==> config.mk <==
export PLATFORM = sky130hd
export DESIGN_NAME = iqm_front
export DESIGN_NICKNAME = d
export VERILOG_FILES = /design/src/sv/assert_macros.svh /design/src/sv/iqm_pkg.sv /design/src/sv/iqm_front.sv
export SDC_FILE = /design/constraint.sdc
export NUM_CORES = 1
export LEC_CHECK = 0
export BUFFER_PORTS_ARGS = -buffer_cell sky130_fd_sc_hd__buf_4
export CAP_MARGIN = 10
export CORE_ASPECT_RATIO = 0.75
export CORE_MARGIN = 4
export CORE_UTILIZATION = 33
export CTS_CLUSTER_DIAMETER = 200
export DETAILED_ROUTE_END_ITERATION = 6
export HOLD_SLACK_MARGIN = 0.12
export PLACE_DENSITY = 0.87
export SYNTH_ARGS = -nofsm -noshare
export SYNTH_HDL_FRONTEND = slang
export SYNTH_SLANG_ARGS = --single-unit
==> constraint.sdc <==
create_clock -name clk -period 3.6 [get_ports clk]
set_clock_uncertainty 0.1 [all_clocks]
set_input_delay 0.72 -clock clk [delete_from_list [all_inputs] [get_ports clk]]
set_output_delay 0.72 -clock clk [all_outputs]
set_load 0.01 [all_outputs]
==> src/sv/assert_macros.svh <==
// ----------------------------------------------------------------------------
// assert_macros.svh
// shared assertion macros, clocked on clk and disabled while rst_n is low
// ----------------------------------------------------------------------------
`ifndef ASSERT_MACROS_SVH
`define ASSERT_MACROS_SVH

// property must hold at every clock edge out of reset
`define IQM_ASSERT(label, prop, msg) \
    label: assert property (@(posedge clk) disable iff (!rst_n) prop) \
        else $error(msg);

// condition must never be seen at a clock edge out of reset
`define IQM_ASSERT_NEVER(label, cond, msg) \
    label: assert property (@(posedge clk) disable iff (!rst_n) !(cond)) \
        else $error(msg);

`endif

==> src/sv/iqm_pkg.sv <==
// ----------------------------------------------------------------------------
// iqm_pkg
// types, constants and the rrc coefficient table of the i/q mapper and shaper
// ----------------------------------------------------------------------------
package iqm_pkg;

    localparam int SAMPLE_W        = 12;
    localparam int TAP_COUNT       = 33;
    localparam int UPSAMPLE_FACTOR = 4;
    localparam int HIST_DEPTH      = 8;
    localparam int MAC_LANES       = 9;
    localparam int GROUP_SIZE      = 3;
    localparam int MAC_GROUPS      = MAC_LANES / GROUP_SIZE;
    localparam int COEF_W          = 18;
    localparam int PROD_W          = SAMPLE_W + COEF_W;
    localparam int ACC_W           = PROD_W + 4;
    localparam int FRAC_BITS       = 16;
    localparam int TAP_IDX_W       = 6;
    localparam int PHASE_W         = 2;
    localparam int SYMBOL_W        = 4;
    localparam int CFG_ADDR_W      = 3;
    localparam int CFG_DATA_W      = 32;
    localparam int SYMQ_DEPTH      = 2;
    localparam int OUT_DEPTH       = 4;
    localparam int OUT_PTR_W       = $clog2(OUT_DEPTH);
    localparam int OUT_CNT_W       = OUT_PTR_W + 1;

    // register indexes, taken from paddr[2]
    localparam logic REG_MODULATION = 1'b0;
    localparam logic REG_SHAPING    = 1'b1;

    // modulation codes
    localparam logic [1:0] MAP_BPSK  = 2'd0;
    localparam logic [1:0] MAP_QPSK  = 2'd1;
    localparam logic [1:0] MAP_8PSK  = 2'd2;
    localparam logic [1:0] MAP_16QAM = 2'd3;

    localparam logic [PHASE_W-1:0] PHASE_FIRST = 2'd0;
    localparam logic [PHASE_W-1:0] PHASE_LAST  = 2'd3;

    localparam logic signed [SAMPLE_W-1:0] GAIN_I      = 12'sd1977;
    localparam logic signed [SAMPLE_W-1:0] GAIN_Q      = 12'sd1972;
    localparam logic signed [SAMPLE_W-1:0] GAIN_I_DIAG = 12'sd1397;
    localparam logic signed [SAMPLE_W-1:0] GAIN_Q_DIAG = 12'sd1394;
    localparam logic signed [SAMPLE_W-1:0] GAIN_I_THRD = 12'sd659;
    localparam logic signed [SAMPLE_W-1:0] GAIN_Q_THRD = 12'sd657;

    // unity gain in q16, used to pass the bare point through the mac
    localparam logic signed [COEF_W-1:0] BYPASS_COEF = 18'sd65536;
    localparam logic signed [ACC_W-1:0]  TRUNC_BIAS  = 34'sd65535;

    typedef struct packed {
        logic signed [SAMPLE_W-1:0] point_i;
        logic signed [SAMPLE_W-1:0] point_q;
        logic                       start;
        logic                       eos;
        logic                       shape;
    } sym_item_t;

    typedef struct packed {
        logic signed [SAMPLE_W-1:0] sample_i;
        logic signed [SAMPLE_W-1:0] sample_q;
        logic                       last;
        logic                       done;
    } out_item_t;

    typedef struct packed {
        logic full;
        logic empty;
    } queue_status_t;

    function automatic logic signed [COEF_W-1:0] tap_coef(input logic [TAP_IDX_W-1:0] idx);
        case (idx)
            6'd0:    tap_coef = 18'sd694;
            6'd1:    tap_coef = 18'sd380;
            6'd2:    tap_coef = -18'sd635;
            6'd3:    tap_coef = -18'sd1402;
            6'd4:    tap_coef = -18'sd1232;
            6'd5:    tap_coef = 18'sd196;
            6'd6:    tap_coef = 18'sd2143;
            6'd7:    tap_coef = 18'sd3086;
            6'd8:    tap_coef = 18'sd1736;
            6'd9:    tap_coef = -18'sd1802;
            6'd10:   tap_coef = -18'sd5583;
            6'd11:   tap_coef = -18'sd6514;
            6'd12:   tap_coef = -18'sd2103;
            6'd13:   tap_coef = 18'sd7798;
            6'd14:   tap_coef = 18'sd20381;
            6'd15:   tap_coef = 18'sd30913;
            6'd16:   tap_coef = 18'sd35015;
            6'd17:   tap_coef = 18'sd30913;
            6'd18:   tap_coef = 18'sd20381;
            6'd19:   tap_coef = 18'sd7798;
            6'd20:   tap_coef = -18'sd2103;
            6'd21:   tap_coef = -18'sd6514;
            6'd22:   tap_coef = -18'sd5583;
            6'd23:   tap_coef = -18'sd1802;
            6'd24:   tap_coef = 18'sd1736;
            6'd25:   tap_coef = 18'sd3086;
            6'd26:   tap_coef = 18'sd2143;
            6'd27:   tap_coef = 18'sd196;
            6'd28:   tap_coef = -18'sd1232;
            6'd29:   tap_coef = -18'sd1402;
            6'd30:   tap_coef = -18'sd635;
            6'd31:   tap_coef = 18'sd380;
            6'd32:   tap_coef = 18'sd694;
            default: tap_coef = '0;
        endcase
    endfunction

endpackage

==> src/sv/iqm_front.sv <==
// ----------------------------------------------------------------------------
// iqm_front
// config registers, symbol intake and constellation mapping
// ----------------------------------------------------------------------------
module iqm_front
    import iqm_pkg::*;
(
    input  logic                      clk,
    input  logic                      rst_n,
    input  logic                      psel,
    input  logic                      penable,
    input  logic                      pwrite,
    input  logic [CFG_ADDR_W-1:0]     paddr,
    input  logic [CFG_DATA_W-1:0]     pwdata,
    output logic [CFG_DATA_W-1:0]     prdata,
    output logic                      pready,
    input  logic                      push,
    input  logic [SYMBOL_W-1:0]       symbol,
    input  logic                      start_stream,
    input  logic                      end_of_stream,
    input  queue_status_t             symq_status,
    output logic                      symq_push,
    output sym_item_t                 symq_item
);

    logic [1:0] modulation_reg;
    logic [1:0] modulation_next;
    logic       shaping_reg;
    logic       shaping_next;
    logic       cfg_write;

    logic signed [SAMPLE_W-1:0] map_i;
    logic signed [SAMPLE_W-1:0] map_q;

    assign pready    = 1'b1;
    assign cfg_write = psel && penable && pwrite && pready;

    always_comb
    begin
        modulation_next = modulation_reg;
        shaping_next    = shaping_reg;
        if (cfg_write)
        begin
            case (paddr[2])
                REG_MODULATION: modulation_next = pwdata[1:0];
                REG_SHAPING:    shaping_next    = pwdata[0];
                default:        modulation_next = modulation_reg;
            endcase
        end
    end

    always_ff @(posedge clk or negedge rst_n)
    begin
        if (!rst_n)
        begin
            modulation_reg <= MAP_BPSK;
            shaping_reg    <= 1'b0;
        end
        else
        begin
            modulation_reg <= modulation_next;
            shaping_reg    <= shaping_next;
        end
    end

    always_comb
    begin
        case (paddr[2])
            REG_MODULATION: prdata = CFG_DATA_W'(modulation_reg);
            REG_SHAPING:    prdata = CFG_DATA_W'(shaping_reg);
            default:        prdata = '0;
        endcase
    end

    always_comb
    begin
        case (modulation_reg)
            MAP_BPSK:
            begin
                map_i = symbol[0] ? -GAIN_I : GAIN_I;
                map_q = '0;
            end
            MAP_QPSK:
            begin
                map_i = (symbol[1:0] inside {2'd1, 2'd2}) ? -GAIN_I : GAIN_I;
                map_q = symbol[1] ? -GAIN_Q : GAIN_Q;
            end
            MAP_8PSK:
            begin
                case (symbol[2:0])
                    3'd0:    begin map_i = GAIN_I;       map_q = '0;           end
                    3'd1:    begin map_i = GAIN_I_DIAG;  map_q = GAIN_Q_DIAG;  end
                    3'd2:    begin map_i = '0;           map_q = GAIN_Q;       end
                    3'd3:    begin map_i = -GAIN_I_DIAG; map_q = GAIN_Q_DIAG;  end
                    3'd4:    begin map_i = -GAIN_I;      map_q = '0;           end
                    3'd5:    begin map_i = -GAIN_I_DIAG; map_q = -GAIN_Q_DIAG; end
                    3'd6:    begin map_i = '0;           map_q = -GAIN_Q;      end
                    default: begin map_i = GAIN_I_DIAG;  map_q = -GAIN_Q_DIAG; end
                endcase
            end
            default:
            begin
                case (symbol[3:2])
                    2'd0:    map_i = -GAIN_I;
                    2'd1:    map_i = -GAIN_I_THRD;
                    2'd2:    map_i = GAIN_I_THRD;
                    default: map_i = GAIN_I;
                endcase
                case (symbol[1:0])
                    2'd0:    map_q = -GAIN_Q;
                    2'd1:    map_q = -GAIN_Q_THRD;
                    2'd2:    map_q = GAIN_Q_THRD;
                    default: map_q = GAIN_Q;
                endcase
            end
        endcase
    end

    assign symq_push         = push && !symq_status.full;
    assign symq_item.point_i = map_i;
    assign symq_item.point_q = map_q;
    assign symq_item.start   = start_stream;
    assign symq_item.eos     = end_of_stream;
    assign symq_item.shape   = shaping_reg;

endmodule

# After elaboration in Yosys (flattened, before gate mapping)
# Index checks and enable logic that the tools add are counted.
# op_classes
bitwise_logic,1
n_eq_ne,12
reduce_logical,15
n_mux,10
# ops
op,n
case mux 12 bit (3 select lines),4
case mux 12 bit (4 select lines),2
case mux 32 bit (2 select lines),1
2-to-1 mux 12 bit,3
equality test 3 bit (second input constant),3
OR reduction 2 bit,4
equality test 2 x 1 -> 1 bit (second input constant),3
equality test 2 bit (second input constant),3
equality test 3 x 2 -> 1 bit (second input constant),2
logical NOT 2 bit,3
AND reduction 2 bit,2
equality test 3 x 1 -> 1 bit (second input constant),1
logical AND 1 bit,3
logical NOT 3 bit,1
nonzero test 2 bit,1
logical NOT 1 bit,1
NOT 1 bit,1
# totals
ff_bits,3
in_bits,49
output_inout_bits,61
word_cells,40

# Logic depth before layout (Yosys ltp)
# Gate-level depths: netlist (run 1).
# depth
depth_word,4
mapped_depth,7
ltp_nobuf,5

# Worst setup path before layout (run 1)
# OpenSTA, ideal clock, no wires.
# synth_timing
path_type,input to output
start,in symbol[0]
end,out symq_item[23] in the netlist's numbering
cell_stages,7
arrival_time_ps,2365
required_time_ps,2780
path_buffers,2
setup_slack_ps,415
cell_sequence,clkbuf_1 inv_1 ha_1 or2_2 a21boi_0 o211ai_1 buf_4
# synth_rtl
element,line_no,source
from (decl),iqm_front.sv:18,"input logic [SYMBOL_W-1:0] symbol,"
to (decl),iqm_front.sv:23,output sym_item_t symq_item

==> results of run 1 <==
critical path: stages:
cell and delay, ns:
sky130_fd_sc_hd__buf_4 0.15, sky130_fd_sc_hd__inv_1 0.09, sky130_fd_sc_hd__ha_1 0.31, sky130_fd_sc_hd__or2_2 0.32, sky130_fd_sc_hd__a21boi_0 0.16, sky130_fd_sc_hd__o211ai_1 0.32, sky130_fd_sc_hd__buf_4 0.18
final cells by class:
class	count	area [um2]
fillers	286	1550
inverters	3	11.3
well taps	36	45.0
clock buffers	4	26.3
repair buffers	41	308
flip-flops and latches	3	75.1
multi-input cells	97	591
cells by family after synthesis:
kind of cell / after synthesis / share of synthesized area
buffers and inverters: 49 / 0.381
and+or+nand+nor: 36 / 0.225
AOI/OAI and AO/OA: 19 / 0.159
muxes: 7 / 0.0876
adders and majority gates: 4 / 0.0556
DFF: 3 / 0.0834
other: 2 / 0.00835
power groups by stage:
stage	Combinational (uW)	Clock, uW	Sequential (uW)
after floorplan	241	0	49.3
after global placement	308	0	63.4
after detailed placement	313	0	64.3
after CTS	314	61.8	64.0
after global routing	339	65.9	66.4
final	310	59.2	63.7
Yosys cell counts, types with 3 or more instances:
master	instances	area (um2)
sky130_fd_sc_hd__o21ai_0	3	15.0
sky130_fd_sc_hd__clkbuf_1	3	11.3
sky130_fd_sc_hd__nand2_1	8	30.0
sky130_fd_sc_hd__mux2_2	3	33.8
sky130_fd_sc_hd__nor2_1	3	11.3
sky130_fd_sc_hd__dfrtp_1	3	75.1
sky130_fd_sc_hd__nand2b_1	3	18.8
sky130_fd_sc_hd__nand3_1	5	25.0
sky130_fd_sc_hd__mux2i_1	3	30.0
sky130_fd_sc_hd__buf_4	42	315
sky130_fd_sc_hd__inv_1	3	11.3
sky130_fd_sc_hd__o211ai_1	3	22.5
sky130_fd_sc_hd__ha_1	4	50.1
sky130_fd_sc_hd__nor2b_1	5	31.3
worst max path at each step:
stage	startpoint	endpoint	slack, ns	depth (start not counted)
3_3_place_gp	symbol[0]	symq_item[23]	0.54	7
3_5_place_dp	symbol[0]	symq_item[25]	0.50	7
4_1_cts	symbol[0]	symq_item[25]	0.49	7
2_1_floorplan	symbol[0]	symq_item[23]	0.41	7
5_1_grt	symbol[0]	symq_item[20]	0.39	7
6_report	symbol[0]	symq_item[25]	0.51	7
stage by stage:
step | instance area (um2) | utilization | hold slack (ns) | power [uW] | setup slack [ns]
5_1_grt | 1060 | 0.406 | 0.159 | 471 | 0.394
4_1_cts | 1060 | 0.406 | 0.164 | 440 | 0.495
3_5_place_dp | 1030 | 0.396 | 0.412 | 378 | 0.502
6_report | 1060 | 0.406 | 0.170 | 433 | 0.511
2_1_floorplan | 1010 | - | 0.324 | 291 | 0.415
3_3_place_gp | 1030 | 0.396 | 0.411 | 372 | 0.544
per-layer routing:
| metal | up-vias | track usage | wire (um) |
|---|---|---|---|
| met1 | 355 | 0.136 | 852 |
| li1 | 394 | - | - |
| met5 | - | 0 | 0 |
| met3 | 0 | 0.0212 | 175 |
| met2 | 34 | 0.158 | 1020 |
| met4 | 0 | 0.0297 | 0 |
==> results.toml, run 1 <==
[run_status]
status = "finished clean"

[worst_setup_path]
crit-reg2reg-capture = "modulation_reg[1]$_DFFE_PN0P_"
worst-r2r-setup-slack_ns = 2.49
crit_required_ns = 2.78
timing.setup.critical_path_class = "in2out"
ff2ff_path_depth = 1
regToRegStartpoint = "modulation_reg[1]$_DFFE_PN0P_"
worstPathArrival_ns = 2.27
endpoint_class_of_the_critical_path = "output port"
critical_path.startpoint_type = "input port"
critical_path_peak_fanout = 11

[logic_synthesis]
ys_types = 40
netlist_area_before_placement_um2 = 900
synth_top_flop_cell = "sky130_fd_sc_hd__dfrtp_1"
number_of_flip_flops_and_latches_in_the_synthesized_netlist = 3
yosysWarnings = 0
fraction_of_the_yosys_area_taken_by_sequential_cells = 0.0834
async_flop_share = 1.00
synth_edf_count = 0
synthCells = 120
syn_avg_cell_area_um2 = 7.50

[pwr]
clkPwrFrac = 0.137
power.net_switching_uw = 191
comb_power_share = 0.716
netSwitchingFraction = 0.442
static-leakage-power_uw = 0.000564
powerDensity_mw_per_mm2 = 410
total_internal_power_uw = 242
max-vdd-ir-drop_mv = 0.236
share_seq_of_total_power = 0.147

[drt]
totalWireLength_um = 2040
drt_drc_violations_left = 0
route.vias.total = 783
avgRoutedWirePerCell_um = 11.1
first_pass_iters = 4
drt.antenna.violating_nets = 0
dr_iter_0_viols = 11
route.detailed.vias_per_inst = 4.26

[clocking]
cts.sink_count = 3
clock_tree_from_tritoncts = "yes"
cts.repair.resized = 0
max-clock-path-buffers = 2
clk_pin_slew_ns = 0.04
post-cts-setup-buffers = 0
clkLatencyLatePin_ns = 0.23
cts-root-buf = "sky130_fd_sc_hd__clkbuf_4"
cts.hold.buffers_added = 0
cts_made_buffers = 3
cts_htree_levels = 1

[floorplan]
die_boundary_height_um = 53.2
start_util = 0.346
io-pin-count = 110
core_area_mm2 = 0.00260
std_cell_rows = 16
die_x_um = 68.3
die_area_mm2 = 0.00363

[grt]
grt_start_max_net_pins = 19
grt_pass1_wl_um = 2820
antenna_found_initial = 0
globalRouteTotalUtil = 0.100
globalRoute.totalOverflow = 0
first_global_vias = 643

[worst_hold_path]
holdCritPathClass = "in2async"

[sta]
post-route-period-util = 0.858
grt_setup_unrepaired = "false"
fin_tns_setup_ns = 0
max_clock_freq_ghz = 0.324
slew_violations = 0
finalSetupViolCount = 0
final.min_clock_period_ns = 3.09
hold_viol_final = 0

[layout]
largest_reg_flops = 2
fin_nets = 202
final_common_cell = "sky130_fd_sc_hd__buf_4"
syn2layout_area_growth_pct = 17.4
drive_above_1_share = 0.358
commonest_cells_after_routing_fill_and_taps_aside = "sky130_fd_sc_hd__buf_4 (41), sky130_fd_sc_hd__conb_1 (31), sky130_fd_sc_hd__nand2_1 (8), sky130_fd_sc_hd__nand3_1 (5), sky130_fd_sc_hd__nor2b_1 (5)"
instances_no_fill = 184
antenna_cells = 0

[place]
number_of_placed_cells_counting_well_taps = 180
dp.final_hpwl_um = 1720
placement.io_buffers = 41
finalWeightedCongestion = 0.836

[job]
max_cap_violations = 0
No activity file was read; power rests on OpenSTA's default activity.
==> run 2: changes to the inputs <==
--- a/config.mk
+++ b/config.mk
@@ -8,5 +8,4 @@
 export BUFFER_PORTS_ARGS = -buffer_cell sky130_fd_sc_hd__buf_4
 export CAP_MARGIN = 10
-export CORE_ASPECT_RATIO = 0.75
 export CORE_MARGIN = 4
 export CORE_UTILIZATION = 33
==> constraint.sdc (replaced) <==
create_clock -name clk -period 3.6 [get_ports clk]
set_clock_uncertainty 0.1 [all_clocks]
set_input_delay 0.18 -clock clk [delete_from_list [all_inputs] [get_ports clk]]
set_output_delay 0.18 -clock clk [all_outputs]
set_load 0.01 [all_outputs]
==> run 2 against run 1 <==
Against the previous run: worst hold slack gained 0.018 ns; cell count shrank 1.6%; non-clock buffer count grew 3; critical endpoint is now symq_item[23]; largest cell class unchanged; largest power group unchanged.
==> results.toml, run 2 (synthesis results as in run 1) <==
[worst_setup_path]
crit_required_ns = 3.32
regToRegStartpoint = "modulation_reg[1]$_DFFE_PN0P_"
endpoint_class_of_the_critical_path = "output port"
worstPathArrival_ns = 1.93
timing.setup.critical_path_class = "reg2out"
ff2ff_path_depth = 1
worst-r2r-setup-slack_ns = 2.47
critical_path.startpoint_type = "register"
crit-reg2reg-capture = "modulation_reg[1]$_DFFE_PN0P_"
critical_path_peak_fanout = 15

[layout]
sequential_cell_area_um2 = 75.1
fin_nets = 205
final_common_cell = "sky130_fd_sc_hd__buf_4"
antenna_cells = 0
multi_input_comb_area_um2 = 591
largest_reg_flops = 2
syn2layout_area_growth_pct = 19.9
commonest_cells_after_routing_fill_and_taps_aside = "sky130_fd_sc_hd__buf_4 (41), sky130_fd_sc_hd__conb_1 (31), sky130_fd_sc_hd__nand2_1 (8), sky130_fd_sc_hd__nand3_1 (5), sky130_fd_sc_hd__nor2b_1 (5)"
drive_above_1_share = 0.351
fillCellCount = 282

[grt]
grt_start_max_net_pins = 19
first_global_vias = 683
antenna_found_initial = 0
grt_pass1_wl_um = 2900
globalRouteTotalUtil = 0.100
globalRoute.totalOverflow = 0

[clocking]
cts_htree_levels = 1
max-clock-path-buffers = 2
cts.sink_count = 3
cts.repair.resized = 0
clkLatencyLatePin_ns = 0.23
cts.hold.buffers_added = 3
post-cts-setup-buffers = 0
clk_pin_slew_ns = 0.04
cts-root-buf = "sky130_fd_sc_hd__clkbuf_4"
cts_made_buffers = 3
clock_tree_from_tritoncts = "yes"

[place]
placement.io_buffers = 41
post-place-ws_ns = 1.59
dp.final_hpwl_um = 1700
finalWeightedCongestion = 0.841

[floorplan]
die_boundary_height_um = 60.2
die_area_mm2 = 0.00363
std_cell_rows = 18
die_x_um = 60.2
core_area_mm2 = 0.00254
io-pin-count = 110
start_util = 0.353

[pwr]
powerDensity_mw_per_mm2 = 405
comb_power_share = 0.717
share_seq_of_total_power = 0.148
netSwitchingFraction = 0.442
static-leakage-power_uw = 0.000577
max-vdd-ir-drop_mv = 0.171
power.net_switching_uw = 193
total_internal_power_uw = 244
clkPwrFrac = 0.135

[sta]
slew_headroom = 0.661
final_critical_path_setup_slack_ns = 1.39
post-route-period-util = 0.614
slew_violations = 0
final.min_clock_period_ns = 2.21
fin_tns_setup_ns = 0
max_slew.worst_pin.slew_ns = 0.508
grt_setup_unrepaired = "false"
hold_viol_final = 0
max_clock_freq_ghz = 0.453
finalSetupViolCount = 0

[job]
max_cap_violations = 0

[drt]
avgRoutedWirePerCell_um = 11.6
route.vias.total = 802
drt.antenna.violating_nets = 0
route.detailed.vias_per_inst = 4.43
totalWireLength_um = 2110
dr_iter_0_viols = 47
first_pass_iters = 4
drt_drc_violations_left = 0

[run_status]
status = "finished clean"

[worst_hold_path]
holdCritPathClass = "in2async"
run 2: layout make-up:
cell class	count	share of cell area
Inverter	3	0.0104
Clock buffer	4	0.0244
Tap cell	30	0.0348
Multi-Input combinational cell	97	0.548
Sequential cell	3	0.0696
Timing Repair Buffer	44	0.313
run 2: per-stage QoR:
stage | util | power, uW | cell area (um2) | hold slack (ns) | cells
global route | 0.424 | 474 | 1080 | 0.185 | 181
CTS | 0.424 | 442 | 1080 | 0.193 | 181
floorplan | - | 291 | 1010 | -0.216 | 149
detailed placement | 0.402 | 378 | 1020 | -0.130 | 174
finish | 0.424 | 436 | 1080 | 0.189 | 181
global placement | 0.402 | 372 | 1020 | -0.132 | 174
run 2: per-layer routing:
metal  vias up  share of wire  track usage
met5         -              0            0
met4         0              0       0.0348
met3         0          0.092      0.00432
met2        38           0.53        0.187
met1       364           0.38        0.120
li1        400              -            -
run 2: how the worst max path moves through the flow:
stage / startpoint / to / slack, ns / cells after the start
detailed placement: symbol[0] / symq_item[23] / 1.59 / 7
finish: modulation_reg[0]$_DFFE_PN0P_ / symq_item[23] / 1.39 / 4
CTS: modulation_reg[0]$_DFFE_PN0P_ / symq_item[23] / 1.37 / 4
global placement: symbol[0] / symq_item[25] / 1.64 / 7
floorplan: symbol[0] / symq_item[23] / 1.49 / 7
global route: modulation_reg[0]$_DFFE_PN0P_ / symq_item[23] / 1.28 / 4
run 2: power by group through the flow:
stage	sequential, uW	clock [uW]	combinational (uW)
5_1_grt	66.3	65.9	342
6_report	64.5	58.8	313
4_1_cts	63.7	61.2	317
2_1_floorplan	49.3	0	241
3_5_place_dp	64.3	0	314
3_3_place_gp	63.8	0	308
run 2: worst max-delay path, cell delays in order, from the launching register on:
cell,delay (ns)
sky130_fd_sc_hd__dfrtp_1,0.53
sky130_fd_sc_hd__nand2b_2,0.31
sky130_fd_sc_hd__or4_4,0.52
sky130_fd_sc_hd__o211ai_1,0.15
sky130_fd_sc_hd__buf_4,0.18
==> run 3: changes to the inputs <==
Clock period 3.6 ns to 2.2 ns, I/O delays scaled along.
==> run 3 against run 2 <==
Against the previous run: worst hold slack worse by 0.069 ns; cell count is 1.7% higher; worst setup slack worse by 1.1 ns; flip-flop and latch count stayed put; final area is 2.3% higher; non-clock buffer count is 3 higher; critical path depth stayed put; global-route usage is 1.1 points higher; critical path type unchanged; critical endpoint unchanged; largest cell class unchanged; largest power group unchanged.
==> results.toml, run 3 (synthesis results as in run 1) <==
[run_status]
status = "finished clean"

[drt]
first_pass_iters = 4
route.vias.total = 828
route.detailed.vias_per_inst = 4.50
totalWireLength_um = 2180
avgRoutedWirePerCell_um = 11.8
drt_drc_violations_left = 0
dr_iter_0_viols = 11
drt.antenna.violating_nets = 0

[layout]
antenna_cells = 0
final_common_cell = "sky130_fd_sc_hd__buf_4"
commonest_cells_after_routing_fill_and_taps_aside = "sky130_fd_sc_hd__buf_4 (43), sky130_fd_sc_hd__conb_1 (31), sky130_fd_sc_hd__nand2_1 (8), sky130_fd_sc_hd__nand3_1 (5), sky130_fd_sc_hd__nor2b_1 (5)"
instances_no_fill = 184
layout.cell_area.non_filler_mm2 = 0.00110
syn2layout_area_growth_pct = 22.7
fin_nets = 208
utilization = 0.434
largest_reg_flops = 2
drive_above_1_share = 0.357

[worst_hold_path]
holdCritPathClass = "in2out"

[worst_setup_path]
worstPathArrival_ns = 1.67
timing.setup.critical_path_class = "reg2out"
slowest_stage_delay_cp_ns = 0.50
critical_path_peak_fanout = 8
crit_chain = "nand2b_2, or4_4, o211ai_1, buf_4"
crit_path_top_delay_cell = "sky130_fd_sc_hd__or4_4"
endpoint_class_of_the_critical_path = "output port"
crit_required_ns = 1.99
critical_path.startpoint_type = "register"

[sta]
max_clock_freq_ghz = 0.532
slew_violations = 0
finalSetupViolCount = 0
final.min_clock_period_ns = 1.88
hold_viol_final = 0
grt_setup_unrepaired = "false"
fin_tns_setup_ns = 0
post-route-period-util = 0.854

[job]
max_cap_violations = 0

[floorplan]
std_cell_rows = 18
core_area_mm2 = 0.00254
die_x_um = 60.2
die_boundary_height_um = 60.2
io-pin-count = 110
start_util = 0.353
die_area_mm2 = 0.00363

[pwr]
clkPwrFrac = 0.130
p_total_uw = 729
share_seq_of_total_power = 0.111
comb_power_share = 0.758
power.net_switching_uw = 318
static-leakage-power_uw = 0.000590
netSwitchingFraction = 0.436
total_internal_power_uw = 411
max-vdd-ir-drop_mv = 0.288
powerDensity_mw_per_mm2 = 660

[grt]
globalRouteTotalUtil = 0.111
antenna_found_initial = 0
first_global_vias = 712
globalRoute.totalOverflow = 0
grt_start_max_net_pins = 15
grt_pass1_wl_um = 3060

[clocking]
cts_made_buffers = 3
cts-root-buf = "sky130_fd_sc_hd__clkbuf_4"
cts.sink_count = 3
clkLatencyLatePin_ns = 0.23
cts.repair.resized = 0
max-clock-path-buffers = 2
clock_tree_from_tritoncts = "yes"
cts_htree_levels = 1
clk_pin_slew_ns = 0.04
post-cts-setup-buffers = 0

[place]
placedInstanceArea_mm2 = 0.00104
finalWeightedCongestion = 0.853
placement.io_buffers = 41
dp.final_hpwl_um = 1740
number_of_placed_cells_counting_well_taps = 176
## run 3: changes by cell type in the layout (fill, tap and decap cells not counted)
cell / delta
sky130_fd_sc_hd__dlygate4sd3_1: +1
sky130_fd_sc_hd__buf_4: +2
## run 3: routing by layer
layer | track usage | part of all wire | up-vias
met5 | 0 | 0 | -
met4 | 0.0570 | 0.0083 | 0
met3 | 0.0302 | 0.11 | 2
met2 | 0.193 | 0.53 | 42
met1 | 0.122 | 0.35 | 382
li1 | - | - | 402
## run 3: timing repair
action                                  CTS  global route
endpoints found under the setup margin    0             0
endpoints found under the hold margin     6             0
hold buffers                              4             0
## run 3: cell type report
cell class                      count  area [um2]
Tap cell                           30        37.5
Fill cell                         274        1440
Sequential cell                     3        75.1
Inverter                            3        11.3
Clock buffer                        4        26.3
Timing Repair Buffer               47         363
Multi-Input combinational cell     97         591
## run 3: through the flow
stage / worst slack [ns] / hold WS [ns]
after floorplan: 0.235 / -0.286
after global placement: 0.399 / -0.201
after detailed placement: 0.309 / -0.199
after CTS: 0.305 / 0.120
after global routing: 0.212 / 0.120
final: 0.321 / 0.120
## run 3: path summary, 6_finish.rpt
check,from,to,slack [ns],cells past startpoint
setup reg to reg,modulation_reg[1]$_DFFE_PN0P_,modulation_reg[1]$_DFFE_PN0P_,1.07,2
hold reg to reg,shaping_reg$_DFFE_PN0P_,shaping_reg$_DFFE_PN0P_,0.48,1
max in group asynchronous,rst_n,shaping_reg$_DFFE_PN0P_,1.19,3
setup / recovery,modulation_reg[1]$_DFFE_PN0P_,symq_item[23],0.32,4
hold / removal,end_of_stream,symq_item[1],0.12,0
min in group asynchronous,rst_n,modulation_reg[1]$_DFFE_PN0P_,0.66,3
## run 3: power by group through the flow
stage	logic, uW	clock network, uW	registers (uW)
2_1_floorplan	395	0	80.7
3_3_place_gp	540	0	80.5
3_5_place_dp	551	0	81.7
4_1_cts	558	97.5	81.0
5_1_grt	601	109	82.4
6_report	553	94.9	81.1
## run 3: critical path, delay by kind of cell, from the launching register on
kind                   cells  cell delay [ns]
AND/OR/NAND/NOR            2             0.64
flip-flops                 1             0.45
buffers and inverters      1             0.18
AO/OA/AOI/OAI              1             0.16
