--- src/sv/assert_macros.svh ---
// ----------------------------------------------------------------------------
// assert_macros.svh
// shared assertion macros, clocked on clk and disabled while rst_n is low
// ----------------------------------------------------------------------------
`ifndef ASSERT_MACROS_SVH
`define ASSERT_MACROS_SVH

// property must hold at every clock edge out of reset
`define IQM_ASSERT(label, prop, msg) \
    label: assert property (@(posedge clk) disable iff (!rst_n) prop) \
        else $error(msg);

// condition must never be seen at a clock edge out of reset
`define IQM_ASSERT_NEVER(label, cond, msg) \
    label: assert property (@(posedge clk) disable iff (!rst_n) !(cond)) \
        else $error(msg);

`endif

--- src/sv/iqm_pkg.sv ---
// ----------------------------------------------------------------------------
// iqm_pkg
// types, constants and the rrc coefficient table of the i/q mapper and shaper
// ----------------------------------------------------------------------------
package iqm_pkg;

    localparam int SAMPLE_W        = 12;
    localparam int TAP_COUNT       = 33;
    localparam int UPSAMPLE_FACTOR = 4;
    localparam int HIST_DEPTH      = 8;
    localparam int MAC_LANES       = 9;
    localparam int GROUP_SIZE      = 3;
    localparam int MAC_GROUPS      = MAC_LANES / GROUP_SIZE;
    localparam int COEF_W          = 18;
    localparam int PROD_W          = SAMPLE_W + COEF_W;
    localparam int ACC_W           = PROD_W + 4;
    localparam int FRAC_BITS       = 16;
    localparam int TAP_IDX_W       = 6;
    localparam int PHASE_W         = 2;
    localparam int SYMBOL_W        = 4;
    localparam int CFG_ADDR_W      = 3;
    localparam int CFG_DATA_W      = 32;
    localparam int SYMQ_DEPTH      = 2;
    localparam int OUT_DEPTH       = 4;
    localparam int OUT_PTR_W       = $clog2(OUT_DEPTH);
    localparam int OUT_CNT_W       = OUT_PTR_W + 1;

    // register indexes, taken from paddr[2]
    localparam logic REG_MODULATION = 1'b0;
    localparam logic REG_SHAPING    = 1'b1;

    // modulation codes
    localparam logic [1:0] MAP_BPSK  = 2'd0;
    localparam logic [1:0] MAP_QPSK  = 2'd1;
    localparam logic [1:0] MAP_8PSK  = 2'd2;
    localparam logic [1:0] MAP_16QAM = 2'd3;

    localparam logic [PHASE_W-1:0] PHASE_FIRST = 2'd0;
    localparam logic [PHASE_W-1:0] PHASE_LAST  = 2'd3;

    localparam logic signed [SAMPLE_W-1:0] GAIN_I      = 12'sd1977;
    localparam logic signed [SAMPLE_W-1:0] GAIN_Q      = 12'sd1972;
    localparam logic signed [SAMPLE_W-1:0] GAIN_I_DIAG = 12'sd1397;
    localparam logic signed [SAMPLE_W-1:0] GAIN_Q_DIAG = 12'sd1394;
    localparam logic signed [SAMPLE_W-1:0] GAIN_I_THRD = 12'sd659;
    localparam logic signed [SAMPLE_W-1:0] GAIN_Q_THRD = 12'sd657;

    // unity gain in q16, used to pass the bare point through the mac
    localparam logic signed [COEF_W-1:0] BYPASS_COEF = 18'sd65536;
    localparam logic signed [ACC_W-1:0]  TRUNC_BIAS  = 34'sd65535;

    typedef struct packed {
        logic signed [SAMPLE_W-1:0] point_i;
        logic signed [SAMPLE_W-1:0] point_q;
        logic                       start;
        logic                       eos;
        logic                       shape;
    } sym_item_t;

    typedef struct packed {
        logic signed [SAMPLE_W-1:0] sample_i;
        logic signed [SAMPLE_W-1:0] sample_q;
        logic                       last;
        logic                       done;
    } out_item_t;

    typedef struct packed {
        logic full;
        logic empty;
    } queue_status_t;

    function automatic logic signed [COEF_W-1:0] tap_coef(input logic [TAP_IDX_W-1:0] idx);
        case (idx)
            6'd0:    tap_coef = 18'sd694;
            6'd1:    tap_coef = 18'sd380;
            6'd2:    tap_coef = -18'sd635;
            6'd3:    tap_coef = -18'sd1402;
            6'd4:    tap_coef = -18'sd1232;
            6'd5:    tap_coef = 18'sd196;
            6'd6:    tap_coef = 18'sd2143;
            6'd7:    tap_coef = 18'sd3086;
            6'd8:    tap_coef = 18'sd1736;
            6'd9:    tap_coef = -18'sd1802;
            6'd10:   tap_coef = -18'sd5583;
            6'd11:   tap_coef = -18'sd6514;
            6'd12:   tap_coef = -18'sd2103;
            6'd13:   tap_coef = 18'sd7798;
            6'd14:   tap_coef = 18'sd20381;
            6'd15:   tap_coef = 18'sd30913;
            6'd16:   tap_coef = 18'sd35015;
            6'd17:   tap_coef = 18'sd30913;
            6'd18:   tap_coef = 18'sd20381;
            6'd19:   tap_coef = 18'sd7798;
            6'd20:   tap_coef = -18'sd2103;
            6'd21:   tap_coef = -18'sd6514;
            6'd22:   tap_coef = -18'sd5583;
            6'd23:   tap_coef = -18'sd1802;
            6'd24:   tap_coef = 18'sd1736;
            6'd25:   tap_coef = 18'sd3086;
            6'd26:   tap_coef = 18'sd2143;
            6'd27:   tap_coef = 18'sd196;
            6'd28:   tap_coef = -18'sd1232;
            6'd29:   tap_coef = -18'sd1402;
            6'd30:   tap_coef = -18'sd635;
            6'd31:   tap_coef = 18'sd380;
            6'd32:   tap_coef = 18'sd694;
            default: tap_coef = '0;
        endcase
    endfunction

endpackage

--- src/sv/iqm_sym_queue.sv ---
// ----------------------------------------------------------------------------
// iqm_sym_queue
// two-entry queue of mapped symbols between the front and the shaper
// ----------------------------------------------------------------------------
module iqm_sym_queue
    import iqm_pkg::*;
(
    input  logic          clk,
    input  logic          rst_n,
    input  logic          wr_en,
    input  sym_item_t     wr_item,
    input  logic          rd_en,
    output sym_item_t     rd_item,
    output queue_status_t status
);

    sym_item_t  mem_reg [SYMQ_DEPTH];
    logic       wr_ptr_reg;
    logic       wr_ptr_next;
    logic       rd_ptr_reg;
    logic       rd_ptr_next;
    logic [1:0] cnt_reg;
    logic [1:0] cnt_next;
    logic       do_wr;
    logic       do_rd;

    assign status.full  = (cnt_reg == 2'(SYMQ_DEPTH));
    assign status.empty = (cnt_reg == 2'd0);
    assign do_wr        = wr_en && !status.full;
    assign do_rd        = rd_en && !status.empty;
    assign rd_item      = mem_reg[rd_ptr_reg];

    always_comb
    begin
        wr_ptr_next = do_wr ? !wr_ptr_reg : wr_ptr_reg;
        rd_ptr_next = do_rd ? !rd_ptr_reg : rd_ptr_reg;
        cnt_next    = cnt_reg + 2'(do_wr) - 2'(do_rd);
    end

    always_ff @(posedge clk or negedge rst_n)
    begin
        if (!rst_n)
        begin
            wr_ptr_reg <= 1'b0;
            rd_ptr_reg <= 1'b0;
            cnt_reg    <= 2'd0;
        end
        else
        begin
            wr_ptr_reg <= wr_ptr_next;
            rd_ptr_reg <= rd_ptr_next;
            cnt_reg    <= cnt_next;
        end
    end

    always_ff @(posedge clk)
    begin
        if (do_wr)
        begin
            mem_reg[wr_ptr_reg] <= wr_item;
        end
    end

endmodule

--- config.mk ---
export PLATFORM = sky130hd
export DESIGN_NAME = iqm_sym_queue
export DESIGN_NICKNAME = d
export VERILOG_FILES = /design/src/sv/assert_macros.svh /design/src/sv/iqm_pkg.sv /design/src/sv/iqm_sym_queue.sv
export SDC_FILE = /design/constraint.sdc
export NUM_CORES = 1
export LEC_CHECK = 0
export ABC_AREA = 1
export BUFFER_PORTS_ARGS = -buffer_cell sky130_fd_sc_hd__clkbuf_2
export CELL_PAD_IN_SITES_DETAIL_PLACEMENT = 1
export CELL_PAD_IN_SITES_GLOBAL_PLACEMENT = 2
export CORE_UTILIZATION = 30
export CTS_CLUSTER_DIAMETER = 50
export CTS_CLUSTER_SIZE = 25
export DETAILED_ROUTE_END_ITERATION = 16
export PLACE_DENSITY = 0.78
export SYNTH_ARGS = -nofsm -noshare
export SYNTH_HDL_FRONTEND = slang
export SYNTH_SLANG_ARGS = --single-unit
--- constraint.sdc ---
create_clock -name clk -period 2 [get_ports clk]
set_input_delay 0.4 -clock clk [delete_from_list [all_inputs] [get_ports clk]]
set_output_delay 0.4 -clock clk [all_outputs]
set_load 0.02 [all_outputs]
After elaboration in Yosys (flattened, before gate mapping)
Memories as Yosys holds them, arrays and structs flattened. Cells that the tools add are included.

Register bits after elaboration: 4. Bits in writable memories: 54. Bits of input ports: 31. Output and inout bits: 29. Word-level logic and storage cells: 16. Memories kept: 1.

$add $sub $neg: 2. Equality and inequality tests: 1. Muxes and demuxes: 2. Reduce and logical (&&, ||, !) cells: 7.

Memories: mem_reg (depth 2, bits a word 27, read ports 1, clocked after Yosys merged registers in 0, wr ports 1, RTL line iqm_sym_queue.sv:17) `sym_item_t mem_reg [SYMQ_DEPTH];`.

Operator list (number): logical NOT 1 bit (4); adder 2 x 1 -> 2 bit (1); equality test 2 bit (second input constant) (1); logical AND 1 bit (2); logical NOT 2 bit (1); 2-to-1 mux 1 bit (2); subtractor 2 x 1 -> 2 bit (1).

Longest topological paths before layout
Gate-level depths: netlist of run 1.

Depth after elaboration: 5. Depth in mapped cells: 10. Mapped depth without buffers: 10.

Worst setup path before layout of run 1
Ideal clock, no wire load.

Path kind: reg-to-reg. Start: register cnt_reg[1]. End: memory mem_reg[1][0] (netlist name), enable pin. Library setup time: 411 ps. Data arrival time: 1706 ps. Data required time: 1589 ps. Slack: -117 ps. Cell stages (with the launch flop): 4. Path buffers: 0. Period minus slack after synthesis: 2117 ps. Path through: dfrtp_1 -> nand2_1 -> nand2_1 -> nor2_1.

Longest elaborated chain between the ends: 5.

Ends and longest elaborated chain: start, declared (RTL line iqm_sym_queue.sv:22) `logic [1:0] cnt_reg;`; start signal, assigned (RTL line iqm_sym_queue.sv:52) `cnt_reg <= cnt_next;`; equality test 2 bit (RTL line iqm_sym_queue.sv:27) `assign status.full = (cnt_reg == 2'(SYMQ_DEPTH));`; logical NOT 1 bit (RTL line iqm_sym_queue.sv:29) `assign do_wr = wr_en && !status.full;`; logical AND 1 bit (RTL line iqm_sym_queue.sv:29); 2-to-1 mux 1 bit (RTL line iqm_sym_queue.sv:58) `if (do_wr)`; 2-to-1 mux 1 bit (not written as such) (RTL line iqm_sym_queue.sv:60) `mem_reg[wr_ptr_reg] <= wr_item;`; end, declared (RTL line iqm_sym_queue.sv:17).

No other way between the ends.

==> metrics.md, run 1 <==
| Metric | Value |
|---|---|
| FF-to-FF Start | `cnt_reg[1]` |
| Place WS | `456.3 ps` |
| Setup-failing EPs final | `0` |
| Worst endpoint required time | `1600 ps` |
| CORE AREA | `6982 um^2` |
| Overall power consumption | `4454 uW` |
| Post-detailed-routing wire length | `4412 um` |
| #FFs+latches synth | `58` |
| Cell row count | `30` |
| Worst Clk Skew | `3.584 ps` |
| H-tree levels | `3` |
| Endpoint arrival time on the critical path | `1410 ps` |
| Depth of the worst register-to-register path | `4` |
| Number of warnings printed during yosys synthesis | `0` |
| Via count of the first global-routing pass | `1474` |
| Result of the run | `finished, final reports clean` |
| Worst setup slack after layout | `192.9 ps` |
| Port bufs | `59` |
| Syn nets | `207` |
| Power density cells | `1565 nW/um^2` |
| Hold depth | `1` |
| Routed WL per cell | `12.79 um` |
| Max incr delay on CP | `390 ps` |
| Fin Setup TNS | `0 ps` |
| Fraction of post-synthesis cell area in the top cell type by area | `73.18%` |
| Post-Syn Area | `2216 um^2` |
| Maximum vdd ir drop | `0.6121 mV` |
| Post-DR vias/cell | `4.096` |
| Post-synthesis cell count | `174` |
| Source of the critical timing path | `rd_ptr_reg` |
| Area leader, netlist | `edfxtp_1` |
| Number of fillers in the final layout | `778` |
| P&R area growth vs syn | `28.46%` |
| List of cells traversed by the critical path | `buf_4 > nand2_1 > nand2_1 > clkbuf_2` |
| Initial antenna violation count | `0` |
| Flip-flop count of the largest register, all copies and words added | `54` |
| Fin nets | `277` |
| Sequential area share after synthesis | `77.70%` |
| Per-instance average area after synthesis | `12.73 um^2` |
| TritonCTS clock tree | `done` |
| Clock tree sinks | `58` |
| RSZ-0062 raised after global routing | `no` |
| Antenna cell count | `0` |
| Number of hold violations in the final report | `0` |
| Overall routing resource usage | `13.09%` |
| Worst hold path type | `primary input to flip-flop` |
| Residual DRC | `0` |
| Static Leak | `0.001289 uW` |
| Starting density of the core | `31.74%` |
| Final critical delay including setup and external delays | `1807 ps` |
| Wire length of the first global-routing pass | `7093 um` |
| Critical path fanouts, max | `28` |
| Max Fclk | `553.4 MHz` |
| Inserted Clock Buffers | `9` |
| Register-to-register setup slack | `470 ps` |
| Detailed-routing iteration count for the pre-antenna-repair pass | `4` |
| Category of the critical setup timing path | `flip-flop to primary output` |
| Number of vias after detailed routing | `1413` |
| Bufs on Longest Clock Path | `2` |
| Max-capacitance violation count | `0` |
| GR Overflow Total | `0` |
| Synth area leaders | `edfxtp_1 73%, nand2_1 16%, dfrtp_1 4.5%, buf_6 2.5%, inv_1 1.7%` |
| Proportion of layout cells with a drive suffix above 1 | `31.73%` |
| Multi-input gate area | `404.1 um^2` |
| Clock-pin transition on the worst setup and hold timing paths | `60 ps` |
| Register area | `1722 um^2` |
| Number of unique standard cell types used by synthesis | `9` |
| Number of top-level design ports | `60` |
| Type of element launching the critical path | `flip-flop` |
| Estimated wirelength of the detail-placed design | `2938 um` |
| Reg2Reg Capture Point | `mem_reg[1][6]` |
| Most repeated library cell on the critical path | `nand2_1` |
| Critical path endpoint category | `primary output` |
| Horizontal extent of the die | `87.95 um` |
| Actual slew at the worst max-slew pin | `427.2 ps` |
| Final GP Congestion | `0.6611` |
| Overall die area | `7734 um^2` |
| Worst path slowest cell | `dfrtp_1` |
| Buffer type at the clock tree root | `clkbuf_8` |
| Number of nets with antenna violations after detailed routing | `0` |
| Share of the cycle needed by the critical path after routing | `90.36%` |
| Max transition margin | `71.45%` |
| Capture point of the critical path | `rd_item[12]` |
| Detailed Route Iter0 Violations | `57` |
| Clk Latency, worst-skew pair | `320 ps` |
| Pins Over Slew Limit | `0` |
| Largest net degree at the start of global routing | `29` |
| Vert. Die Dim | `87.95 um` |
metal layers:
metal | global-route usage [%] | vias up | wire (um)
met4 | 7.601 | 0 | 76
met1 | 16.19 | 653 | 1989
met2 | 21.00 | 42 | 2115
met3 | 3.110 | 8 | 231
met5 | 0 | - | 0
li1 | - | 710 | -
critical path, delay by kind of cell, from the launching register on:
family / cells / cell delay [ps]
flops: 1 / 390
simple gates: 2 / 190
buf+inv: 2 / 500
worst min path at each step:
stage	start	end	slack [ps]
6_report	wr_item[5]	mem_reg[1][5]	260
5_1_grt	wr_item[5]	mem_reg[1][5]	250
4_1_cts	wr_item[5]	mem_reg[1][5]	240
3_5_place_dp	rst_n	cnt_reg[0]	220
3_3_place_gp	rst_n	cnt_reg[0]	220
2_1_floorplan	rst_n	cnt_reg[0]	100
what timing repair did:
action,in CTS,in global routing
hold buffers,1,0
gates resized for setup,0,2
hold endpoints to repair,4,0
endpoints found under the setup margin,0,13
setup buffers,0,0
cells in the final DEF (no fill, tap or decap):
master	netlist	final
inv_1	10	10
clkbuf_1	0	1
inv_4	0	1
buf_4	0	3
clkinv_2	0	2
clkinv_1	0	1
dfrtp_1	4	4
buf_12	0	1
edfxtp_1	54	54
clkbuf_8	0	9
nand2_1	94	94
nand3_1	3	3
dlygate4sd3_1	0	1
clkbuf_2	0	59
nor2_4	0	1
bufinv_16	0	2
ha_1	2	2
clkinvlp_4	0	1
logic make-up after synthesis:
| group | count (synthesis) | synth area share (%) |
|---|---|---|
| buffers and inverters | 16 | 4.404 |
| adders and majority gates | 2 | 1.129 |
| and+or+nand+nor | 98 | 16.77 |
| DFF | 58 | 77.70 |
cell usage after synthesis, drive strengths merged:
cell / instances
nand2: 94
nor2: 1
ha: 2
buf: 5
nand3: 3
inv: 11
dfrtp: 4
edfxtp: 54
report_power, final:
group | switching (uW) | total, uW | leakage (uW) | internal [uW]
clock | 435 | 1130 | 0.000104 | 693
sequential | 79.7 | 1740 | 0.000550 | 1660
combinational | 1130 | 1590 | 0.000635 | 460
through the flow:
| stage | hold slack [ps] | instances | utilization, % | instance area, um^2 |
|---|---|---|---|---|
| 3_5_place_dp | 217.7 | 328 | 37.60 | 2625 |
| 5_1_grt | 253.5 | 345 | 40.77 | 2846 |
| 4_1_cts | 243.5 | 345 | 40.73 | 2844 |
| 6_report | 264.9 | 345 | 40.77 | 2846 |
| 3_3_place_gp | 221.9 | 328 | 37.60 | 2625 |
| 2_1_floorplan | 104.4 | 174 | - | 2218 |
final cells by class:
type | count | area share [%]
clock inverter | 6 | 2.857
tap | 96 | 4.220
timing repair buffer | 64 | 12.22
sequential | 58 | 60.48
inverter | 11 | 1.538
multi-input combinational | 100 | 14.20
clock buffer | 10 | 4.484
(Power assumes the default switching activity.)
==> run 2, diff against run 1 <==
- ABC_AREA: 1 -> default
- CORE_UTILIZATION: 30 -> 34
==> metrics.md, run 2 <==
| Metric | Value |
|---|---|
| Most common cell after layout, fill and taps aside | `clkbuf_2` |
| Vert. Die Dim | `83.32 um (-5.3%)` |
| Result of the run | `finished, final reports clean` |
| Worst hold path type | `primary input to flip-flop` |
| Register-to-register setup slack | `380 ps (-90 ps)` |
| Worst setup slack after layout | `156.6 ps (-36.27 ps)` |
| Number of unique standard cell types used by synthesis | `15 (+6)` |
| Inserted Clock Buffers | `9 (unchanged)` |
| Critical path endpoint category | `primary output` |
| Post-DR vias/cell | `4.426 (+8.1%)` |
| Actual slew at the worst max-slew pin | `461.7 ps (+34.48 ps)` |
| Horizontal extent of the die | `83.32 um (-5.3%)` |
| Hold depth | `1 (unchanged)` |
| Pins Over Slew Limit | `0 (unchanged)` |
| Cell row count | `29 (-3.3%)` |
| Fin nets | `207 (-25%)` |
| Depth of the worst register-to-register path | `7 (+3)` |
| Fin Setup TNS | `0 ps (unchanged)` |
| Endpoint, Worst Hold | `mem_reg[1][19]` |
| Routed met2 length | `1943 um (-8.1%)` |
| Port bufs | `59 (unchanged)` |
| Register area | `1722 um^2 (unchanged)` |
| Category of the critical setup timing path | `flip-flop to primary output` |
| Cell total after placement | `239 (-27%)` |
| Maximum vdd ir drop | `0.6212 mV (+1.5%)` |
| Placed Area | `2646 um^2 (+0.81%)` |
| Overall routing resource usage | `11.84% (-1.3 points)` |
| Bufs on Longest Clock Path | `2 (unchanged)` |
| Syn nets | `135 (-35%)` |
| Worst path slowest cell | `dfrtp_1` |
| Number of top-level design ports | `60 (unchanged)` |
| Critical path fanouts, max | `22 (-21%)` |
| Final non-filler cell area | `2874 um^2 (+0.97%)` |
| Number of nets with antenna violations after detailed routing | `0 (unchanged)` |
| Buffer type at the clock tree root | `clkbuf_8` |
| H-tree levels | `3 (unchanged)` |
| HP Start | `wr_item[19]` |
| Proportion of layout cells with a drive suffix above 1 | `60.34% (+29 points)` |
| Type of element launching the critical path | `flip-flop` |
| RSZ-0062 raised after global routing | `no` |
| Met3 Routed Length | `290 um (+26%)` |
| Overall die area | `6942 um^2 (-10%)` |
| Initial antenna violation count | `0 (unchanged)` |
| Power density cells | `1570 nW/um^2 (+0.34%)` |
| List of cells traversed by the critical path | `buf_12 > mux2_2 > clkbuf_2` |
| TritonCTS clock tree | `done` |
| Area leader, netlist | `edfxtp_1` |
| Detailed Route Iter0 Violations | `42 (-26%)` |
| Max transition margin | `69.19% (-2.3 points)` |
| Number of warnings printed during yosys synthesis | `0 (unchanged)` |
| Max-capacitance violation count | `0 (unchanged)` |
| Routed WL per cell | `15.12 um (+18%)` |
| Clk Latency, worst-skew pair | `330 ps (about the same)` |
| Largest net degree at the start of global routing | `28 (-3.4%)` |
| Clock tree sinks | `58 (unchanged)` |
| Share of the cycle needed by the critical path after routing | `92.17% (+1.8 points)` |
| Final critical delay including setup and external delays | `1843 ps (+36.27 ps)` |
| Met1 wire length | `1611 um (-19%)` |
| Uppermost layer routed | `met4` |
| Flip-flop count of the largest register, all copies and words added | `54 (unchanged)` |
| Multi-input gate area | `470.5 um^2 (+16%)` |
| GR Overflow Total | `0 (unchanged)` |
| Worst endpoint required time | `1600 ps (about the same)` |
| Main flop type after synthesis | `edfxtp_1` |
| Setup-failing EPs final | `0 (unchanged)` |
| #FFs+latches synth | `58 (unchanged)` |
| Number of vias after detailed routing | `1133 (-20%)` |
| Number of fillers in the final layout | `631 (-19%)` |
| Number of hold violations in the final report | `0 (unchanged)` |
| Antenna cell count | `0 (unchanged)` |
| Commonest cells after routing, fill and taps aside | `59 x clkbuf_2, 54 x edfxtp_1, 19 x mux2_4` |
| Post-CTS Setup Bufs | `0 (unchanged)` |
| Static Leak | `0.001176 uW (-8.8%)` |
| Per-instance average area after synthesis | `22.04 um^2 (+73%)` |
| Max Fclk | `542.5 MHz (-2.0%)` |
| Max incr delay on CP | `390 ps (about the same)` |
| Number of gates resized after cts | `0 (unchanged)` |
| Via count of the first global-routing pass | `1264 (-14%)` |
| Endpoint arrival time on the critical path | `1440 ps (+30 ps)` |
| Sequential area share after synthesis | `76.57% (-1.1 points)` |
| Most used standard cell by instance count after synthesis | `edfxtp_1` |
| Reg2Reg Capture Point | `cnt_reg[1]` |
| P&R area growth vs syn | `27.82%` |
| Detailed-routing iteration count for the pre-antenna-repair pass | `4 (unchanged)` |
| Clock-pin transition on the worst setup and hold timing paths | `70 ps (about the same)` |
| Cell types with the highest counts after synthesis | `54 x edfxtp_1, 19 x mux2_4, 8 x mux2_2` |
| Post-detailed-routing wire length | `3870 um (-12%)` |
| Estimated wirelength of the detail-placed design | `2739 um (-6.8%)` |
| Layout Cells excl Fill | `256 (-26%)` |
| Number of synthesized flops with an enable pin | `54 (unchanged)` |
| FF-to-FF Start | `cnt_reg[1]` |
| Worst Clk Skew | `3.238 ps (-0.3459 ps)` |
| Fraction of post-synthesis cell area in the top cell type by area | `72.12% (-1.1 points)` |
| Starting density of the core | `35.41% (+3.7 points)` |
| Wire length of the first global-routing pass | `6085 um (-14%)` |
| CORE AREA | `6350 um^2 (-9.1%)` |
| Post-synthesis cell count | `102 (-41%)` |
| Share of async-settable or async-resettable flops after synthesis | `6.897% (unchanged)` |
| Worst hold margin | `261.2 ps (-3.748 ps)` |
| Final GP Congestion | `0.7555 (+14%)` |
| Residual DRC | `0 (unchanged)` |
| Place WS | `368.1 ps (-88.20 ps)` |
| Synth area leaders | `edfxtp_1 72%, mux2_4 13%, dfrtp_1 4.5%, mux2_2 4.0%, buf_12 1.8%` |
| Post-Syn Area | `2248 um^2 (+1.5%)` |
==> run 2: critical path, delay by kind of cell (launching register included) <==
family   cells  cell delay, ps
flops        1             390
mux          1             360
buf+inv      2             370
==> run 2: logic make-up after synthesis <==
logic type	after synthesis	share of synthesized area [%]
xor gates and xnor gates	4	1.558
adders and majority gates	2	1.113
buffers and inverters	5	2.616
DFF	58	76.57
muxes	27	16.69
and+or+nand+nor	6	1.447
==> run 2: worst max-delay path by stage <==
| stage | endpoint | slack (ps) | cells after the start | start |
|---|---|---|---|---|
| after floorplan | mem_reg[0][0] | 290 | 3 | cnt_reg[1] |
| final | rd_item[3] | 160 | 3 | rd_ptr_reg |
| after detailed placement | mem_reg[0][18] | 370 | 4 | cnt_reg[1] |
| after global placement | rd_item[3] | 510 | 3 | rd_ptr_reg |
| after CTS | rd_item[3] | 130 | 3 | rd_ptr_reg |
| after global routing | rd_item[3] | 100 | 3 | rd_ptr_reg |
==> run 2: routing by layer <==
layer | vias up | GRT usage (%)
met2 | 51 | 19.60
met3 | 5 | 5.467
met1 | 542 | 13.23
met4 | 0 | 4.702
met5 | - | 0
li1 | 535 | -
==> run 2: where the power goes <==
group          internal [uW]  leakage (uW)  switching [uW]  total, uW
sequential              1670      0.000548            94.4       1760
clock                    698      0.000105             457       1150
combinational            713      0.000523             881       1590
==> run 2: repair_timing <==
item	in CTS	in global routing
hold buffers	1	0
endpoints found under the setup margin	0	0
endpoints found under the hold margin	4	0
==> run 2: layout make-up <==
| type | count | share of cell area (%) |
|---|---|---|
| Multi-Input combinational cell | 39 | 16.37 |
| Inverter | 2 | 0.2612 |
| Clock buffer | 9 | 4.310 |
| Clock inverter | 7 | 3.265 |
| Sequential cell | 58 | 59.90 |
| Tap cell | 77 | 3.352 |
| Timing Repair Buffer | 64 | 12.54 |
==> run 2: per-stage QoR <==
step / util (%) / power [uW]
CTS: 45.26 / 4594
detailed placement: 41.67 / 3421
finish: 45.26 / 4512
floorplan: - / 2986
global route: 45.26 / 4720
global placement: 41.67 / 3355
==> run 3, diff against run 2 <==
--- a/config.mk
+++ b/config.mk
@@ -10,3 +10,4 @@
 export CELL_PAD_IN_SITES_GLOBAL_PLACEMENT = 2
-export CORE_UTILIZATION = 34
+export CORE_MARGIN = 2
+export CORE_UTILIZATION = 38
 export CTS_CLUSTER_DIAMETER = 50
@@ -14,3 +15,3 @@
 export DETAILED_ROUTE_END_ITERATION = 16
-export PLACE_DENSITY = 0.78
+export PLACE_DENSITY = 0.83
 export SYNTH_ARGS = -nofsm -noshare
==> constraint.sdc (replaced) <==
create_clock -name clk -period 2.1 [get_ports clk]
set_input_delay 0.315 -clock clk [delete_from_list [all_inputs] [get_ports clk]]
set_output_delay 0.315 -clock clk [all_outputs]
set_load 0.02 [all_outputs]
==> metrics.md, run 3 (synthesis results as in run 2) <==
| Metric | Value |
|---|---|
| H-tree levels | `3 (unchanged)` |
| Overall die area | `6548 um^2 (-5.7%)` |
| Cell row count | `28 (-3.4%)` |
| Max transition margin | `75.25% (+6.1 points)` |
| Detailed-routing iteration count for the pre-antenna-repair pass | `3 (-1)` |
| Wire length of the first global-routing pass | `5754 um (-5.4%)` |
| Met2 usage | `21.57% (+2.0 points)` |
| Max Fclk | `539.2 MHz` |
| RSZ-0062 raised after global routing | `no` |
| Combinational share of power | `36.3% (+1.0 points)` |
| Final non-filler cell area | `2808 um^2 (-2.3%)` |
| WP buf/inv | `2 (unchanged)` |
| Routing usage on met1 | `13.54% (+0.31 points)` |
| Pins Over Slew Limit | `0 (unchanged)` |
| Setup-failing EPs final | `0 (unchanged)` |
| Most common cell after layout, fill and taps aside | `clkbuf_2` |
| Bufs on Longest Clock Path | `2 (unchanged)` |
| Switching share of power | `31.97% (+0.23 points)` |
| Vert. Die Dim | `80.92 um (-2.9%)` |
| Max incr delay on CP | `440 ps (+50 ps)` |
| Overall routing resource usage | `12.42% (+0.58 points)` |
| Number of hold violations in the final report | `0 (unchanged)` |
| Actual slew at the worst max-slew pin | `371.3 ps (-90.40 ps)` |
| Static Leak | `0.001151 uW (-2.1%)` |
| GR met3 Demand/Resource | `3.556% (-1.9 points)` |
| Final GP Congestion | `0.6037 (-20%)` |
| Flip-flop count of the largest register, all copies and words added | `54 (unchanged)` |
| Worst setup slack after layout | `245.3 ps (+88.67 ps)` |
| List of cells traversed by the critical path | `buf_12 > mux2_2 > clkbuf_2` |
| Via count of the first global-routing pass | `1206 (-4.6%)` |
| TritonCTS clock tree | `done` |
| Worst path slowest cell | `dfrtp_1` |
| FF-to-FF Start | `cnt_reg[1]` |
| Inserted Clock Buffers | `9 (unchanged)` |
| Fin Setup TNS | `0 ps (unchanged)` |
| Category of the critical setup timing path | `flip-flop to primary output` |
| Number of nets with antenna violations after detailed routing | `0 (unchanged)` |
| CORE AREA | `5816 um^2 (-8.4%)` |
| Worst hold path type | `primary input to flip-flop` |
| Placed Area | `2624 um^2 (-0.85%)` |
| Critical path endpoint category | `primary output` |
| Clk Latency, worst-skew pair | `320 ps (about the same)` |
| Final critical delay including setup and external delays | `1855 ps` |
| Reg2Reg Capture Point | `cnt_reg[1]` |
| Post-detailed-routing wire length | `3776 um (-2.4%)` |
| Critical path fanouts, max | `26 (+18%)` |
| Hold depth | `1 (unchanged)` |
| Type of element launching the critical path | `flip-flop` |
| Worst endpoint required time | `1780 ps (+180 ps)` |
| Pint | `2770 uW (-10%)` |
| Global routing's busiest layer | `met2` |
| P_sw | `1302 uW (-9.1%)` |
| Depth of the worst register-to-register path | `7 (unchanged)` |
| Detailed Route Iter0 Violations | `49 (+17%)` |
| Routed WL per cell | `14.98 um (-0.88%)` |
| Worst path top cell family by delay | `flip-flops` |
| Residual DRC | `0 (unchanged)` |
| Number of top-level design ports | `60 (unchanged)` |
| Maximum vdd ir drop | `0.7547 mV (+22%)` |
| Clock tree sinks | `58 (unchanged)` |
| Max-capacitance violation count | `0 (unchanged)` |
| Endpoint arrival time on the critical path | `1540 ps (+100 ps)` |
| Endpoint, Worst Hold | `mem_reg[0][19]` |
| Post-DR vias/cell | `4.508 (+1.9%)` |
| Clock-pin transition on the worst setup and hold timing paths | `60 ps (about the same)` |
| HP Start | `wr_item[19]` |
| Result of the run | `finished, final reports clean` |
| P&R area growth vs syn | `24.87%` |
| Power density cells | `1450 nW/um^2 (-7.6%)` |
| Share of power burned in registers | `41.5% (+2.4 points)` |
| Buffer type at the clock tree root | `clkbuf_8` |
| Antenna cell count | `0 (unchanged)` |
| Largest net degree at the start of global routing | `28 (unchanged)` |
| Portion of total power attributed to the clock network | `22.3% (-3.3 points)` |
| Horizontal extent of the die | `80.92 um (-2.9%)` |
| Share of the cycle needed by the critical path after routing | `88.32%` |
| Commonest cells after routing, fill and taps aside | `59 x clkbuf_2, 54 x edfxtp_1, 19 x mux2_4` |
| Fin nets | `206 (-0.48%)` |
| Proportion of layout cells with a drive suffix above 1 | `57.63% (-2.7 points)` |
| Place WS | `485.0 ps (+116.9 ps)` |
| Register-to-register setup slack | `510 ps (+130 ps)` |
| GR Overflow Total | `0 (unchanged)` |
| Starting density of the core | `38.66% (+3.3 points)` |
| Estimated wirelength of the detail-placed design | `2647 um (-3.4%)` |
| Worst Clk Skew | `7.032 ps (+3.794 ps)` |
| Initial antenna violation count | `0 (unchanged)` |
| Worst hold margin | `182.4 ps (-78.77 ps)` |
| Port bufs | `59 (unchanged)` |
| Number of vias after detailed routing | `1136 (+0.26%)` |
run 3: per-layer routing:
layer | routed length [um] | vias up
met4 | 84 | 0
met3 | 234 | 9
met5 | 0 | -
met1 | 1492 | 550
li1 | - | 532
met2 | 1965 | 45
run 3: worst reg2reg max path, stage by stage (launching register included):
cell and delay [ps]:
dfrtp_1 410, nand2b_1 120, nand2_1 120, ha_1 300
inv_1 40, ha_1 180, xnor2_1 190, xnor2_1 150
run 3: repair_timing:
item / 4_1_cts / 5_1_grt
hold endpoints to repair: 4 / 0
hold buffers: 1 / 0
buffers inserted: 0 / 0
gates resized for setup: 0 / 0
run 3: worst max-delay path by stage:
stage / start / endpoint / cells past startpoint
floorplan: cnt_reg[1] / mem_reg[0][0] / 3
CTS: rd_ptr_reg / rd_item[3] / 3
detailed placement: cnt_reg[1] / cnt_reg[1] / 7
global placement: rd_ptr_reg / rd_item[3] / 3
global route: rd_ptr_reg / rd_item[3] / 3
finish: rd_ptr_reg / rd_item[3] / 3
run 3: final cells by class:
type	instances	area [um^2]
Sequential cell	58	1722
Clock inverter	5	46.29
Inverter	2	7.507
Clock buffer	10	127.6
Timing Repair Buffer	63	340.3
Fill cell	580	3008
Tap cell	75	93.84
Multi-Input combinational cell	39	470.5
run 3: metrics by stage:
step / util (%) / instances / power [uW]
3_5_place_dp: 45.12 / 236 / 3226
6_report: 48.28 / 252 / 4072
4_1_cts: 48.28 / 252 / 4148
3_3_place_gp: 45.12 / 236 / 3152
2_1_floorplan: - / 102 / 2844
5_1_grt: 48.28 / 252 / 4303
run 3: power groups by stage:
| stage | Sequential (uW) | Combinational, uW | Clock, uW |
|---|---|---|---|
| after global placement | 1690 | 1460 | 0 |
| after global routing | 1720 | 1600 | 983 |
| final | 1690 | 1480 | 906 |
| after CTS | 1700 | 1510 | 940 |
| after floorplan | 1680 | 1170 | 0 |
| after detailed placement | 1720 | 1510 | 0 |
